==> config.mk <==
export PLATFORM = sky130hd
export DESIGN_NAME = tinymt32_seed_index_enumerator_core
export DESIGN_NICKNAME = d
export VERILOG_FILES = /design/src/tmtsie_pkg.sv /design/src/tmtsie_gen.sv /design/src/tinymt32_seed_index_enumerator_core.sv
export SDC_FILE = /design/constraint.sdc
export NUM_CORES = 2
export LEC_CHECK = 0
export BUFFER_PORTS_ARGS = -buffer_cell sky130_fd_sc_hd__buf_2
export CAP_MARGIN = 20
export CORE_MARGIN = 2
export CORE_UTILIZATION = 35
export DETAILED_ROUTE_END_ITERATION = 6
export SLEW_MARGIN = 20
export SYNTH_ARGS = -nofsm -noshare
export SYNTH_HDL_FRONTEND = slang
export SYNTH_SLANG_ARGS = --single-unit
==> constraint.sdc <==
create_clock -name clk_i -period 19 [get_ports clk_i]
set_input_delay 3.8 -clock clk_i [delete_from_list [all_inputs] [get_ports clk_i]]
set_output_delay 3.8 -clock clk_i [all_outputs]
set_load 0.03 [all_outputs]
==> src/tmtsie_pkg.sv <==
// ----------------------------------------------------------------------------
// TinyMT32 seed index enumerator package
// Shared widths, scheme constants, codes and the control bundle of the generator.
// ----------------------------------------------------------------------------
package tmtsie_pkg;

  // Field widths of one result.
  localparam int unsigned INDEX_WIDTH  = 24;
  localparam int unsigned SECOND_WIDTH = 25;
  localparam int unsigned SECVAL_WIDTH = 26;
  localparam int unsigned MAX_BATCH    = 64;

  // Result payload: index, random, four words, seed, second, exhausted.
  localparam int unsigned OUT_FIELD_W = INDEX_WIDTH + 6 * 32 + SECVAL_WIDTH + 1;
  localparam int unsigned OUT_DATA_W  = ((OUT_FIELD_W + 7) / 8) * 8;
  localparam int unsigned OUT_PAD_W   = OUT_DATA_W - OUT_FIELD_W;

  // TinyMT32 parameters.
  localparam logic [31:0] MAT1       = 32'h8f70_11ee;
  localparam logic [31:0] MAT2       = 32'hfc78_ff1f;
  localparam logic [31:0] TMAT       = 32'h3793_fdff;
  localparam logic [31:0] LOW31      = 32'h7fff_ffff;
  localparam logic [31:0] INIT_MUL   = 32'd1812433253;
  localparam logic [31:0] SEED_SCALE = 32'd1000;

  // Configuration register indexes.
  typedef enum logic [2:0] {
    REG_MODE,
    REG_STATE_LOW,
    REG_STATE_HIGH,
    REG_BASE_SEED,
    REG_FIRST,
    REG_LAST,
    REG_OFFSET,
    REG_COUNT
  } cfg_reg_e;

  // Status codes of a result.
  typedef enum logic [1:0] {
    STAT_OK,
    STAT_BAD_CFG,
    STAT_NOT_STARTED,
    STAT_EXHAUSTED
  } status_e;

  // Operations of the generator state unit.
  typedef enum logic [2:0] {
    GEN_HOLD,
    GEN_LOAD,
    GEN_SEED,
    GEN_XOR,
    GEN_FIX,
    GEN_NEXT
  } gen_op_e;

  // Control bundle from the sequencer to the generator.
  typedef struct packed {
    gen_op_e        op;
    logic [1:0]     sel;
    logic [127:0]   data;
  } gen_ctrl_t;

endpackage

==> src/tmtsie_gen.sv <==
// ----------------------------------------------------------------------------
// TinyMT32 generator state unit
// Holds the four state words and applies one operation per cycle: load,
// seed start, seed mixing xor, all-zero fix-up or one generator step.
// ----------------------------------------------------------------------------
module tmtsie_gen (
  input  logic                  clk_i,
  input  logic                  rst_ni,
  input  tmtsie_pkg::gen_ctrl_t ctrl_i,
  output logic [3:0][31:0]      words_o,
  output logic [31:0]           temper_o
);
  import tmtsie_pkg::*;

  logic [3:0][31:0] s_q;
  logic [3:0][31:0] s_d;
  logic [3:0][31:0] step;
  logic [31:0]      x;
  logic [31:0]      y;
  logic [31:0]      t1;
  logic             all_zero;

  // One generator step.
  always_comb begin
    x = (s_q[0] & LOW31) ^ s_q[1] ^ s_q[2];
    x = x ^ (x << 1);
    y = s_q[3] ^ (s_q[3] >> 1) ^ x;
    step[0] = s_q[1];
    step[1] = s_q[2] ^ (y[0] ? MAT1 : 32'd0);
    step[2] = x ^ (y << 10) ^ (y[0] ? MAT2 : 32'd0);
    step[3] = y;
  end

  assign all_zero = ((s_q[0] & LOW31) == 32'd0) && (s_q[1] == 32'd0) &&
                    (s_q[2] == 32'd0) && (s_q[3] == 32'd0);

  // Next state for the requested operation.
  always_comb begin
    s_d = s_q;
    case (ctrl_i.op)
      GEN_LOAD: begin
        s_d = ctrl_i.data;
      end
      GEN_SEED: begin
        s_d[0] = ctrl_i.data[31:0];
        s_d[1] = MAT1;
        s_d[2] = MAT2;
        s_d[3] = TMAT;
      end
      GEN_XOR: begin
        s_d[ctrl_i.sel] = s_q[ctrl_i.sel] ^ ctrl_i.data[31:0];
      end
      GEN_FIX: begin
        if (all_zero) begin
          s_d[0] = 32'h0000_0054;
          s_d[1] = 32'h0000_0049;
          s_d[2] = 32'h0000_004e;
          s_d[3] = 32'h0000_0059;
        end
      end
      GEN_NEXT: begin
        s_d = step;
      end
      default: begin
        s_d = s_q;
      end
    endcase
  end

  always_ff @(posedge clk_i or negedge rst_ni) begin
    if (!rst_ni) begin
      s_q <= '0;
    end else begin
      s_q <= s_d;
    end
  end

  // Tempered output of the current state.
  assign t1       = s_q[0] + (s_q[2] >> 8);
  assign temper_o = s_q[3] ^ t1 ^ (t1[0] ? TMAT : 32'd0);
  assign words_o  = s_q;

endmodule

==> src/tinymt32_seed_index_enumerator_core.sv <==
// ----------------------------------------------------------------------------
// TinyMT32 seed index enumerator core
// Validates the configuration, loads or seeds a TinyMT32 generator, skips to
// the first index and enumerates positions per second in batches.
//
//   Channel   Direction  Transaction
//   s_axis    in         tuser = restart, tdata = batch_size
//   m_axis    out        one result; tuser = status, tlast = last_of_run
//   cfg       in         register index and 64-bit write data
//
// A produce transaction emits one result per cycle from the emit state while
// the output side keeps up and no re-seed intervenes. A restart in mode 0
// loads the state and skips to the first index; in mode 1 it seeds from the
// second. A re-seed at a new second runs the single-step skip loop and the
// seven multiply/xor rounds of the shared multiplier. The output register
// frees the input once a result is held.
// Reset clears the generator, positions and configuration asynchronously.
// ----------------------------------------------------------------------------
module tinymt32_seed_index_enumerator_core #(
  parameter int unsigned MAX_BATCH = tmtsie_pkg::MAX_BATCH
) (
  input  logic                              clk_i,
  input  logic                              rst_ni,
  // Input items.
  input  logic                              s_axis_tvalid_i,
  output logic                              s_axis_tready_o,
  input  logic [7:0]                        s_axis_tdata_i,  // [6:0] batch_size
  input  logic                              s_axis_tuser_i,  // [0] restart
  // Result items.
  output logic                              m_axis_tvalid_o,
  input  logic                              m_axis_tready_i,
  // index_value, random_value, word_zero..word_three, seed_value,
  // second_value, exhausted (lowest bit up)
  output logic [tmtsie_pkg::OUT_DATA_W-1:0] m_axis_tdata_o,
  output logic [1:0]                        m_axis_tuser_o,  // [1:0] status
  output logic                              m_axis_tlast_o,
  // Configuration writes.
  input  logic                              cfg_valid_i,
  output logic                              cfg_ready_o,
  input  logic [2:0]                        cfg_index_i,
  input  logic [63:0]                       cfg_data_i
);
  import tmtsie_pkg::*;

  localparam int unsigned CNT_W = $clog2(MAX_BATCH + 1);

  localparam logic [23:0] INDEX_LIMIT   = 24'd10000000;
  localparam logic [24:0] SECONDS_LIMIT = 25'd31622400;
  localparam logic [26:0] OFFSET_LIMIT  = 27'd60566400;
  localparam logic [63:0] TASK_LIMIT    = 64'd5000000;

  typedef enum logic [3:0] {
    ST_IDLE,
    ST_CHECK,
    ST_DECIDE,
    ST_SEC,
    ST_SCALE,
    ST_BASE,
    ST_IMUL,
    ST_IXOR,
    ST_FIX,
    ST_SKIP,
    ST_EMIT,
    ST_RESP
  } state_e;

  // Configuration registers as written.
  logic                    r_mode_q;
  logic [63:0]             r_low_q;
  logic [63:0]             r_high_q;
  logic [31:0]             r_base_q;
  logic [23:0]             r_first_q;
  logic [23:0]             r_last_q;
  logic [25:0]             r_offset_q;
  logic [24:0]             r_count_q;

  // Configuration latched by a valid restart.
  logic                    l_mode_q;
  logic [31:0]             l_base_q;
  logic [23:0]             l_first_q;
  logic [23:0]             l_last_q;
  logic [25:0]             l_offset_q;
  logic [24:0]             l_count_q;

  // Sequencer state.
  state_e                  state_q;
  state_e                  post_q;
  status_e                 resp_q;
  logic                    started_q;
  logic [INDEX_WIDTH-1:0]  idx_q;
  logic [SECOND_WIDTH-1:0] pos_q;
  logic [23:0]             skip_q;
  logic [2:0]              round_q;
  logic [CNT_W-1:0]        remain_q;
  logic [SECVAL_WIDTH-1:0] sec_q;
  logic [31:0]             seed_q;
  logic [63:0]             prod_q;

  // Output register.
  logic                    o_valid_q;
  logic [INDEX_WIDTH-1:0]  o_idx_q;
  logic [31:0]             o_rand_q;
  logic [3:0][31:0]        o_words_q;
  logic [31:0]             o_seed_q;
  logic [SECVAL_WIDTH-1:0] o_sec_q;
  status_e                 o_status_q;
  logic                    o_exh_q;
  logic                    o_last_q;

  // Combinational helpers.
  logic                    in_fire;
  logic                    slot;
  logic                    out_load;
  logic [6:0]              batch;
  logic [CNT_W-1:0]        limit;
  logic                    done_now;
  logic [23:0]             span;
  logic [31:0]             mul_a;
  logic [31:0]             mul_b;
  logic [31:0]             mix_p;
  logic                    cfg_bad;
  logic                    at_last;
  logic [SECOND_WIDTH:0]   pos_inc;
  logic                    final_sec;
  logic                    done_after;
  logic                    reseed;
  logic                    last_res;
  logic [31:0]             seed_sum;
  gen_ctrl_t               gen_ctrl;
  logic [3:0][31:0]        words;
  logic [31:0]             temper;

  assign s_axis_tready_o = (state_q == ST_IDLE);
  assign cfg_ready_o     = 1'b1;
  assign in_fire         = s_axis_tvalid_i && s_axis_tready_o;
  assign slot            = !o_valid_q || m_axis_tready_i;
  assign batch           = s_axis_tdata_i[6:0];

  // A new result enters the output register this cycle.
  assign out_load = slot && ((state_q == ST_EMIT) || (state_q == ST_RESP));

  // Clamp the batch to the largest supported run.
  assign limit = (batch > 7'(MAX_BATCH)) ? CNT_W'(MAX_BATCH) : CNT_W'(batch);

  assign done_now = ({1'b0, pos_q} >= (l_mode_q ? {1'b0, l_count_q} : 26'd1));

  // Configuration check; the task count comes from the shared multiplier.
  assign span    = r_last_q - r_first_q + 24'd1;
  assign cfg_bad = (r_last_q > INDEX_LIMIT) || (r_first_q > r_last_q) ||
                   (r_count_q == 25'd0) || (r_count_q > SECONDS_LIMIT) ||
                   ({1'b0, r_offset_q} >= OFFSET_LIMIT) ||
                   ({1'b0, r_offset_q} + {2'b0, r_count_q} > OFFSET_LIMIT) ||
                   (prod_q > TASK_LIMIT);

  // Position bookkeeping for the result being emitted.
  assign at_last    = (idx_q == l_last_q);
  assign pos_inc    = {1'b0, pos_q} + 26'd1;
  assign final_sec  = !l_mode_q || (pos_inc >= {1'b0, l_count_q});
  assign done_after = at_last && final_sec;
  assign reseed     = at_last && !final_sec;
  assign last_res   = (remain_q == CNT_W'(1)) || done_after;

  assign mix_p    = words[2'(round_q - 3'd1)];
  assign seed_sum = l_base_q + prod_q[31:0];

  // Shared multiplier operand selection.
  always_comb begin
    mul_a = 32'd0;
    mul_b = 32'd0;
    case (state_q)
      ST_CHECK: begin
        mul_a = {8'd0, span};
        mul_b = r_mode_q ? {7'd0, r_count_q} : 32'd1;
      end
      ST_SCALE: begin
        mul_a = {6'd0, sec_q};
        mul_b = SEED_SCALE;
      end
      ST_IMUL: begin
        mul_a = INIT_MUL;
        mul_b = mix_p ^ (mix_p >> 30);
      end
      default: begin
        mul_a = 32'd0;
        mul_b = 32'd0;
      end
    endcase
  end

  // Generator operation for this cycle.
  always_comb begin
    gen_ctrl.op   = GEN_HOLD;
    gen_ctrl.sel  = round_q[1:0];
    gen_ctrl.data = {r_high_q, r_low_q};
    case (state_q)
      ST_DECIDE: begin
        if (!cfg_bad && !r_mode_q) begin
          gen_ctrl.op = GEN_LOAD;
        end
      end
      ST_BASE: begin
        gen_ctrl.op   = GEN_SEED;
        gen_ctrl.data = {96'd0, seed_sum};
      end
      ST_IXOR: begin
        gen_ctrl.op   = GEN_XOR;
        gen_ctrl.data = {96'd0, {29'd0, round_q} + prod_q[31:0]};
      end
      ST_FIX: begin
        gen_ctrl.op = GEN_FIX;
      end
      ST_SKIP: begin
        gen_ctrl.op = GEN_NEXT;
      end
      ST_EMIT: begin
        if (slot) begin
          gen_ctrl.op = GEN_NEXT;
        end
      end
      default: begin
        gen_ctrl.op = GEN_HOLD;
      end
    endcase
  end

  tmtsie_gen u_gen (
    .clk_i    (clk_i),
    .rst_ni   (rst_ni),
    .ctrl_i   (gen_ctrl),
    .words_o  (words),
    .temper_o (temper)
  );

  // Multiplier product register.
  always_ff @(posedge clk_i or negedge rst_ni) begin
    if (!rst_ni) begin
      prod_q <= '0;
    end else begin
      prod_q <= 64'(mul_a) * 64'(mul_b);
    end
  end

  // Configuration register writes.
  always_ff @(posedge clk_i or negedge rst_ni) begin
    if (!rst_ni) begin
      r_mode_q   <= 1'b0;
      r_low_q    <= '0;
      r_high_q   <= '0;
      r_base_q   <= '0;
      r_first_q  <= '0;
      r_last_q   <= '0;
      r_offset_q <= '0;
      r_count_q  <= 25'd1;
    end else if (cfg_valid_i && cfg_ready_o) begin
      case (cfg_reg_e'(cfg_index_i))
        REG_MODE:       r_mode_q   <= cfg_data_i[0];
        REG_STATE_LOW:  r_low_q    <= cfg_data_i;
        REG_STATE_HIGH: r_high_q   <= cfg_data_i;
        REG_BASE_SEED:  r_base_q   <= cfg_data_i[31:0];
        REG_FIRST:      r_first_q  <= cfg_data_i[23:0];
        REG_LAST:       r_last_q   <= cfg_data_i[23:0];
        REG_OFFSET:     r_offset_q <= cfg_data_i[25:0];
        REG_COUNT:      r_count_q  <= cfg_data_i[24:0];
        default: begin
          r_mode_q <= r_mode_q;
        end
      endcase
    end
  end

  // Sequencer and output register.
  always_ff @(posedge clk_i or negedge rst_ni) begin
    if (!rst_ni) begin
      state_q    <= ST_IDLE;
      post_q     <= ST_IDLE;
      resp_q     <= STAT_OK;
      started_q  <= 1'b0;
      idx_q      <= '0;
      pos_q      <= '0;
      skip_q     <= '0;
      round_q    <= 3'd1;
      remain_q   <= '0;
      sec_q      <= '0;
      seed_q     <= '0;
      l_mode_q   <= 1'b0;
      l_base_q   <= '0;
      l_first_q  <= '0;
      l_last_q   <= '0;
      l_offset_q <= '0;
      l_count_q  <= 25'd1;
      o_valid_q  <= 1'b0;
      o_idx_q    <= '0;
      o_rand_q   <= '0;
      o_words_q  <= '0;
      o_seed_q   <= '0;
      o_sec_q    <= '0;
      o_status_q <= STAT_OK;
      o_exh_q    <= 1'b0;
      o_last_q   <= 1'b0;
    end else begin
      // The output transaction completes and nothing new replaces it.
      if (o_valid_q && m_axis_tready_i && !out_load) begin
        o_valid_q <= 1'b0;
      end

      case (state_q)
        ST_IDLE: begin
          if (in_fire) begin
            if (s_axis_tuser_i) begin
              started_q <= 1'b0;
              state_q   <= ST_CHECK;
            end else if (!started_q) begin
              resp_q  <= STAT_NOT_STARTED;
              state_q <= ST_RESP;
            end else if (done_now) begin
              resp_q  <= STAT_EXHAUSTED;
              state_q <= ST_RESP;
            end else if (limit != '0) begin
              remain_q <= limit;
              state_q  <= ST_EMIT;
            end
          end
        end

        ST_CHECK: begin
          state_q <= ST_DECIDE;
        end

        ST_DECIDE: begin
          if (cfg_bad) begin
            resp_q  <= STAT_BAD_CFG;
            state_q <= ST_RESP;
          end else begin
            l_mode_q   <= r_mode_q;
            l_base_q   <= r_base_q;
            l_first_q  <= r_first_q;
            l_last_q   <= r_last_q;
            l_offset_q <= r_offset_q;
            l_count_q  <= r_count_q;
            pos_q      <= '0;
            idx_q      <= INDEX_WIDTH'(r_first_q);
            started_q  <= 1'b1;
            resp_q     <= STAT_OK;
            post_q     <= ST_RESP;
            if (r_mode_q) begin
              state_q <= ST_SEC;
            end else begin
              skip_q  <= r_first_q + 24'd1;
              state_q <= ST_SKIP;
            end
          end
        end

        // Seed start: second, scaled second, then seed word.
        ST_SEC: begin
          sec_q   <= l_offset_q + {1'b0, pos_q};
          state_q <= ST_SCALE;
        end

        ST_SCALE: begin
          state_q <= ST_BASE;
        end

        ST_BASE: begin
          seed_q  <= seed_sum;
          round_q <= 3'd1;
          state_q <= ST_IMUL;
        end

        // Seven mixing rounds through the shared multiplier.
        ST_IMUL: begin
          state_q <= ST_IXOR;
        end

        ST_IXOR: begin
          if (round_q == 3'd7) begin
            state_q <= ST_FIX;
          end else begin
            round_q <= round_q + 3'd1;
            state_q <= ST_IMUL;
          end
        end

        // Eight warm-up steps plus the skip to the first index.
        ST_FIX: begin
          skip_q  <= l_first_q + 24'd9;
          state_q <= ST_SKIP;
        end

        ST_SKIP: begin
          skip_q <= skip_q - 24'd1;
          if (skip_q == 24'd1) begin
            state_q <= post_q;
          end
        end

        ST_EMIT: begin
          if (slot) begin
            o_valid_q  <= 1'b1;
            o_idx_q    <= idx_q;
            o_rand_q   <= temper;
            o_words_q  <= words;
            o_seed_q   <= l_mode_q ? seed_q : 32'd0;
            o_sec_q    <= l_mode_q ? sec_q : '0;
            o_status_q <= STAT_OK;
            o_exh_q    <= done_after;
            o_last_q   <= last_res;
            remain_q   <= remain_q - CNT_W'(1);
            if (at_last) begin
              if (final_sec) begin
                pos_q <= l_mode_q ? l_count_q : SECOND_WIDTH'(1);
              end else begin
                pos_q <= pos_inc[SECOND_WIDTH-1:0];
                idx_q <= INDEX_WIDTH'(l_first_q);
              end
            end else begin
              idx_q <= idx_q + INDEX_WIDTH'(1);
            end
            if (reseed) begin
              post_q  <= last_res ? ST_IDLE : ST_EMIT;
              state_q <= ST_SEC;
            end else if (last_res) begin
              state_q <= ST_IDLE;
            end
          end
        end

        // Single status result for restarts and refused produce items.
        ST_RESP: begin
          if (slot) begin
            o_valid_q  <= 1'b1;
            o_idx_q    <= '0;
            o_rand_q   <= '0;
            o_words_q  <= '0;
            o_seed_q   <= '0;
            o_sec_q    <= '0;
            o_status_q <= resp_q;
            o_exh_q    <= (resp_q != STAT_OK);
            o_last_q   <= 1'b1;
            state_q    <= ST_IDLE;
          end
        end

        default: begin
          state_q <= ST_IDLE;
        end
      endcase
    end
  end

  // Result channel.
  assign m_axis_tvalid_o = o_valid_q;
  assign m_axis_tdata_o  = {{OUT_PAD_W{1'b0}}, o_exh_q, o_sec_q, o_seed_q,
                            o_words_q[3], o_words_q[2], o_words_q[1], o_words_q[0],
                            o_rand_q, o_idx_q};
  assign m_axis_tuser_o  = o_status_q;
  assign m_axis_tlast_o  = o_last_q;

endmodule
==> key figures <==
Outcome
  • Run status: finished with violations
  • Failing checks: design-rule violations

Synthesis
  • Cell Area, Synth: around 86000 µm²
  • Simple-Gate Fraction of Synth Area: 0.113
  • Largest family of logic cells by synthesized area: adder cells
  • Syn Area/Cell: 9.63 µm²
  • Post-synth EDFFs: 0
  • Synth Area in XOR/XNOR: 0.0610
  • Post-synthesis compound-gate area fraction: 0.131
  • Syn Inst Count: 8926
  • Yosys warning total: 0
  • Adder-cell share of the synthesized area: 0.275
  • Post-synth top flop: dfrtp_1
  • Post-synthesis sequential area ratio: 0.285
  • Post-synth ARST share: 1.00
  • Mux share of post-synthesis cell area: 0.0620
  • Cell variety after synth: between 90 and 100
  • Synth Register Bits: just under 1000

Worst setup path
  • Master of the slowest instance on the critical path: nand2_1
  • Crit-path max cell delay: 0.84 ns
  • Critical Path RT: roughly 20 ns
  • Crit path max fanout: 24
  • Cell mode on critical path: fa_1
  • Worst setup EP type: register
  • CP Launch Type: register
  • Crit Path Category: register to register
  • Crit path DAT: around 13 ns

Clocking
  • Clk pin slew, worst setup/hold paths: roughly 0.07 ns
  • H-Tree Depth: 3
  • CTS Buf Count: 105
  • CTS tree: built
  • Max clock buf depth: 3
  • Clk sinks: 980
  • # Post-CTS Setup Buffers: 0
  • Hold_buf cts: 0
  • Clock latency on the worst-skew pair: around 0.76 ns
  • Root Driver: clkbuf_16
  • Post-CTS Resized: 0

Die
  • Die ar.: roughly 250000 µm²
  • Die span in x: between 400 and 500 µm
  • Site row count: 181
  • Die Y: about 500 µm
  • Starting Density: 0.353
  • Io pins: 335
  • Core ar.: 244000 µm²

Placed design
  • DP Worst Slack: ~6.6 ns
  • Placed insts: ~12000
  • Dpl hpwl: 239 mm
  • Input/output buffers: ~330
  • RD Place Congestion: between 0.9 and 1

Final layout
  • Post-layout util: 0.392
  • Fillers: ~24000
  • Share of cells above drive strength 1: 0.124
  • Fin nets: ~11000
  • Synth-to-Final Area Change: 11.2%
  • Fin cells: roughly 13000

Timing
  • Max Freq: about 80 MHz
  • Measured slew at the worst slew-check pin: ~1.2 ns
  • RSZ-0062 raised after global routing: no
  • Clock Skew: ~0.034 ns
  • Fin crit share: 0.669
  • Final setup vio count: 0
  • Setup ws final: ~6.3 ns
  • Max Slew Vio Count: 0
  • Minimum clock period after layout: 12.71 ns
  • Endpoints failing hold: 0
  • Slew HR: 0.181
  • Final TNS setup: 0 ns

GRT
  • Number of global-route vias before repair: approximately 70000
  • Largest net degree at the start of global routing: roughly 190
  • Gr ovfl total: 0
  • Antenna violations before repair: 40
  • First-pass GRT wire length: around 470 mm
  • Total track usage: 0.249

Power
  • VDD IR-drop max: 0.231 mV
  • Leakage: approximately 0.046 µW
  • Design Power: 16500 µW
  • P per Cell Area: around 170 nW/µm²

Worst hold path
  • Hold Path Class: register to register

Drt
  • DR DRC count: 3
  • Post-route ant nets: 0
  • DRT Pass-1 Iters: 7
  • Initial DRC Count: about 7700
  • DR vias/cell: approximately 5.6
  • WL/cell: roughly 25 µm
  • Via Count: a little under 70000
  • Post-Route WL: 313 mm

Run
  • Max-cap violations: 0
-- final timing paths --
path	from	to	slack, ns	cells after the start
worst min register to register	m_axis_tuser_o[1]	m_axis_tuser_o[1]	0.47	2
min in group asynchronous	rst_ni	m_axis_tdata_o[82]	3.09	1
max in group asynchronous	rst_ni	state_q[1]	12.00	5
worst min-delay path	m_axis_tuser_o[1]	m_axis_tuser_o[1]	0.47	2
worst max register to register	r_last_q[1]	prod_q[62]	6.29	43
worst max-delay path	r_last_q[1]	prod_q[62]	6.29	43
-- layer usage --
metal  vias to the layer above  track usage  part of all wire
li1                      30183            -                 -
met1                     35244        0.327              0.40
met2                      3276        0.382              0.44
met3                       738       0.0676             0.098
met4                        30        0.114             0.053
met5                         -            0           0.00061
-- flip-flops by register name (all words and copies together) (netlist names), 32 cells and up --
register	flops
o_seed_q	32
r_high_q	64
seed_q	32
u_gen.words_o	128
l_base_q	32
r_low_q	64
m_axis_tdata_o	127
o_rand_q	32
prod_q	64
r_base_q	32
-- cells by family (layout without fill, tap and decap cells) --
logic type / Yosys count / count (layout)
fa+ha+maj: 1387 / 1387
buf+inv: 1634 / 1836
mux: 414 / 414
flops: 980 / 980
xor+xnor: 599 / 599
compound gates: 1720 / 1720
simple gates: 2190 / 2190
other cells: 2 / 179
-- cell usage after synthesis (30+ instances only) --
| cell | count | area (µm²) |
|---|---|---|
| a21o_1 | 137 | 1030 |
| mux4_2 | 62 | 1400 |
| a221oi_1 | 35 | 307 |
| a22oi_1 | 78 | 586 |
| and2_1 | 39 | 244 |
| ha_1 | 546 | 6830 |
| o21a_1 | 40 | 300 |
| xor2_1 | 179 | 1570 |
| nand3_1 | 130 | 651 |
| dfrtp_1 | 977 | 24400 |
| nand2b_1 | 60 | 375 |
| a31oi_1 | 43 | 269 |
| nand2_1 | 957 | 3590 |
| nor2_1 | 583 | 2190 |
| fa_1 | 840 | 16800 |
| inv_1 | 1169 | 4390 |
| xnor2_1 | 420 | 3680 |
| a21oi_1 | 389 | 1950 |
| and3_1 | 77 | 482 |
| nor2b_1 | 46 | 288 |
| a211oi_1 | 48 | 360 |
| o31ai_1 | 33 | 248 |
| nor3_1 | 68 | 340 |
| nor4_1 | 67 | 419 |
| nand4_1 | 63 | 394 |
| mux2_2 | 328 | 3690 |
| o21ai_0 | 456 | 2280 |
| buf_2 | 33 | 165 |
| a22o_1 | 185 | 1620 |
| clkbuf_1 | 390 | 1460 |
| buf_1 | 30 | 113 |
-- final cells by class --
class	instances	area, µm²	share of cell area
Timing Repair Buffer	470	2780	0.0291
Multi-Input combinational cell	6466	56100	0.587
Sequential cell	980	24500	0.257
Tap cell	3202	4010	0.0419
Clock buffer	137	3010	0.0315
Antenna cell	23	57.6	0.000602
Inverter	1170	4390	0.0459
Clock inverter	59	694	0.00726
-- report_power, final --
group,switching (µW),internal (µW),leakage [µW]
Clock,963,1280,0.00180
Combinational,6730,4000,0.0319
Sequential,855,2670,0.0126
Total,8550,7960,0.0463
-- per-stage QoR --
step | cell area (µm²) | hold WS [ns]
after CTS | 95500 | 0.481
after global placement | 91800 | 0.462
final | 95600 | 0.474
after global routing | 95500 | 0.497
after detailed placement | 91800 | 0.465
after floorplan | 86600 | 0.447
-- critical path: cells and delay by family, from the launching register on --
family,cells,cell delay (ns)
xor+xnor,2,0.64
buf+inv,7,0.40
fa+ha+maj,12,5.40
simple gates,6,1.51
flops,1,0.42
compound gates,16,4.22
-- layout by cell type (no fill, tap or decap), types with 107 or more instances in the layout --
cell type | Yosys | layout
a21o_1 | 137 | 137
nor2_1 | 583 | 576
ha_1 | 546 | 546
mux2_2 | 328 | 328
buf_4 | 9 | 139
inv_1 | 1169 | 1169
nand3_1 | 130 | 126
clkbuf_16 | 0 | 107
o21ai_0 | 456 | 453
buf_2 | 33 | 326
nand2_1 | 957 | 952
conb_1 | 2 | 156
fa_1 | 840 | 840
a21oi_1 | 389 | 377
a22o_1 | 185 | 185
xor2_1 | 179 | 179
dfrtp_1 | 977 | 976
xnor2_1 | 420 | 419
(Power assumes the default switching activity.)
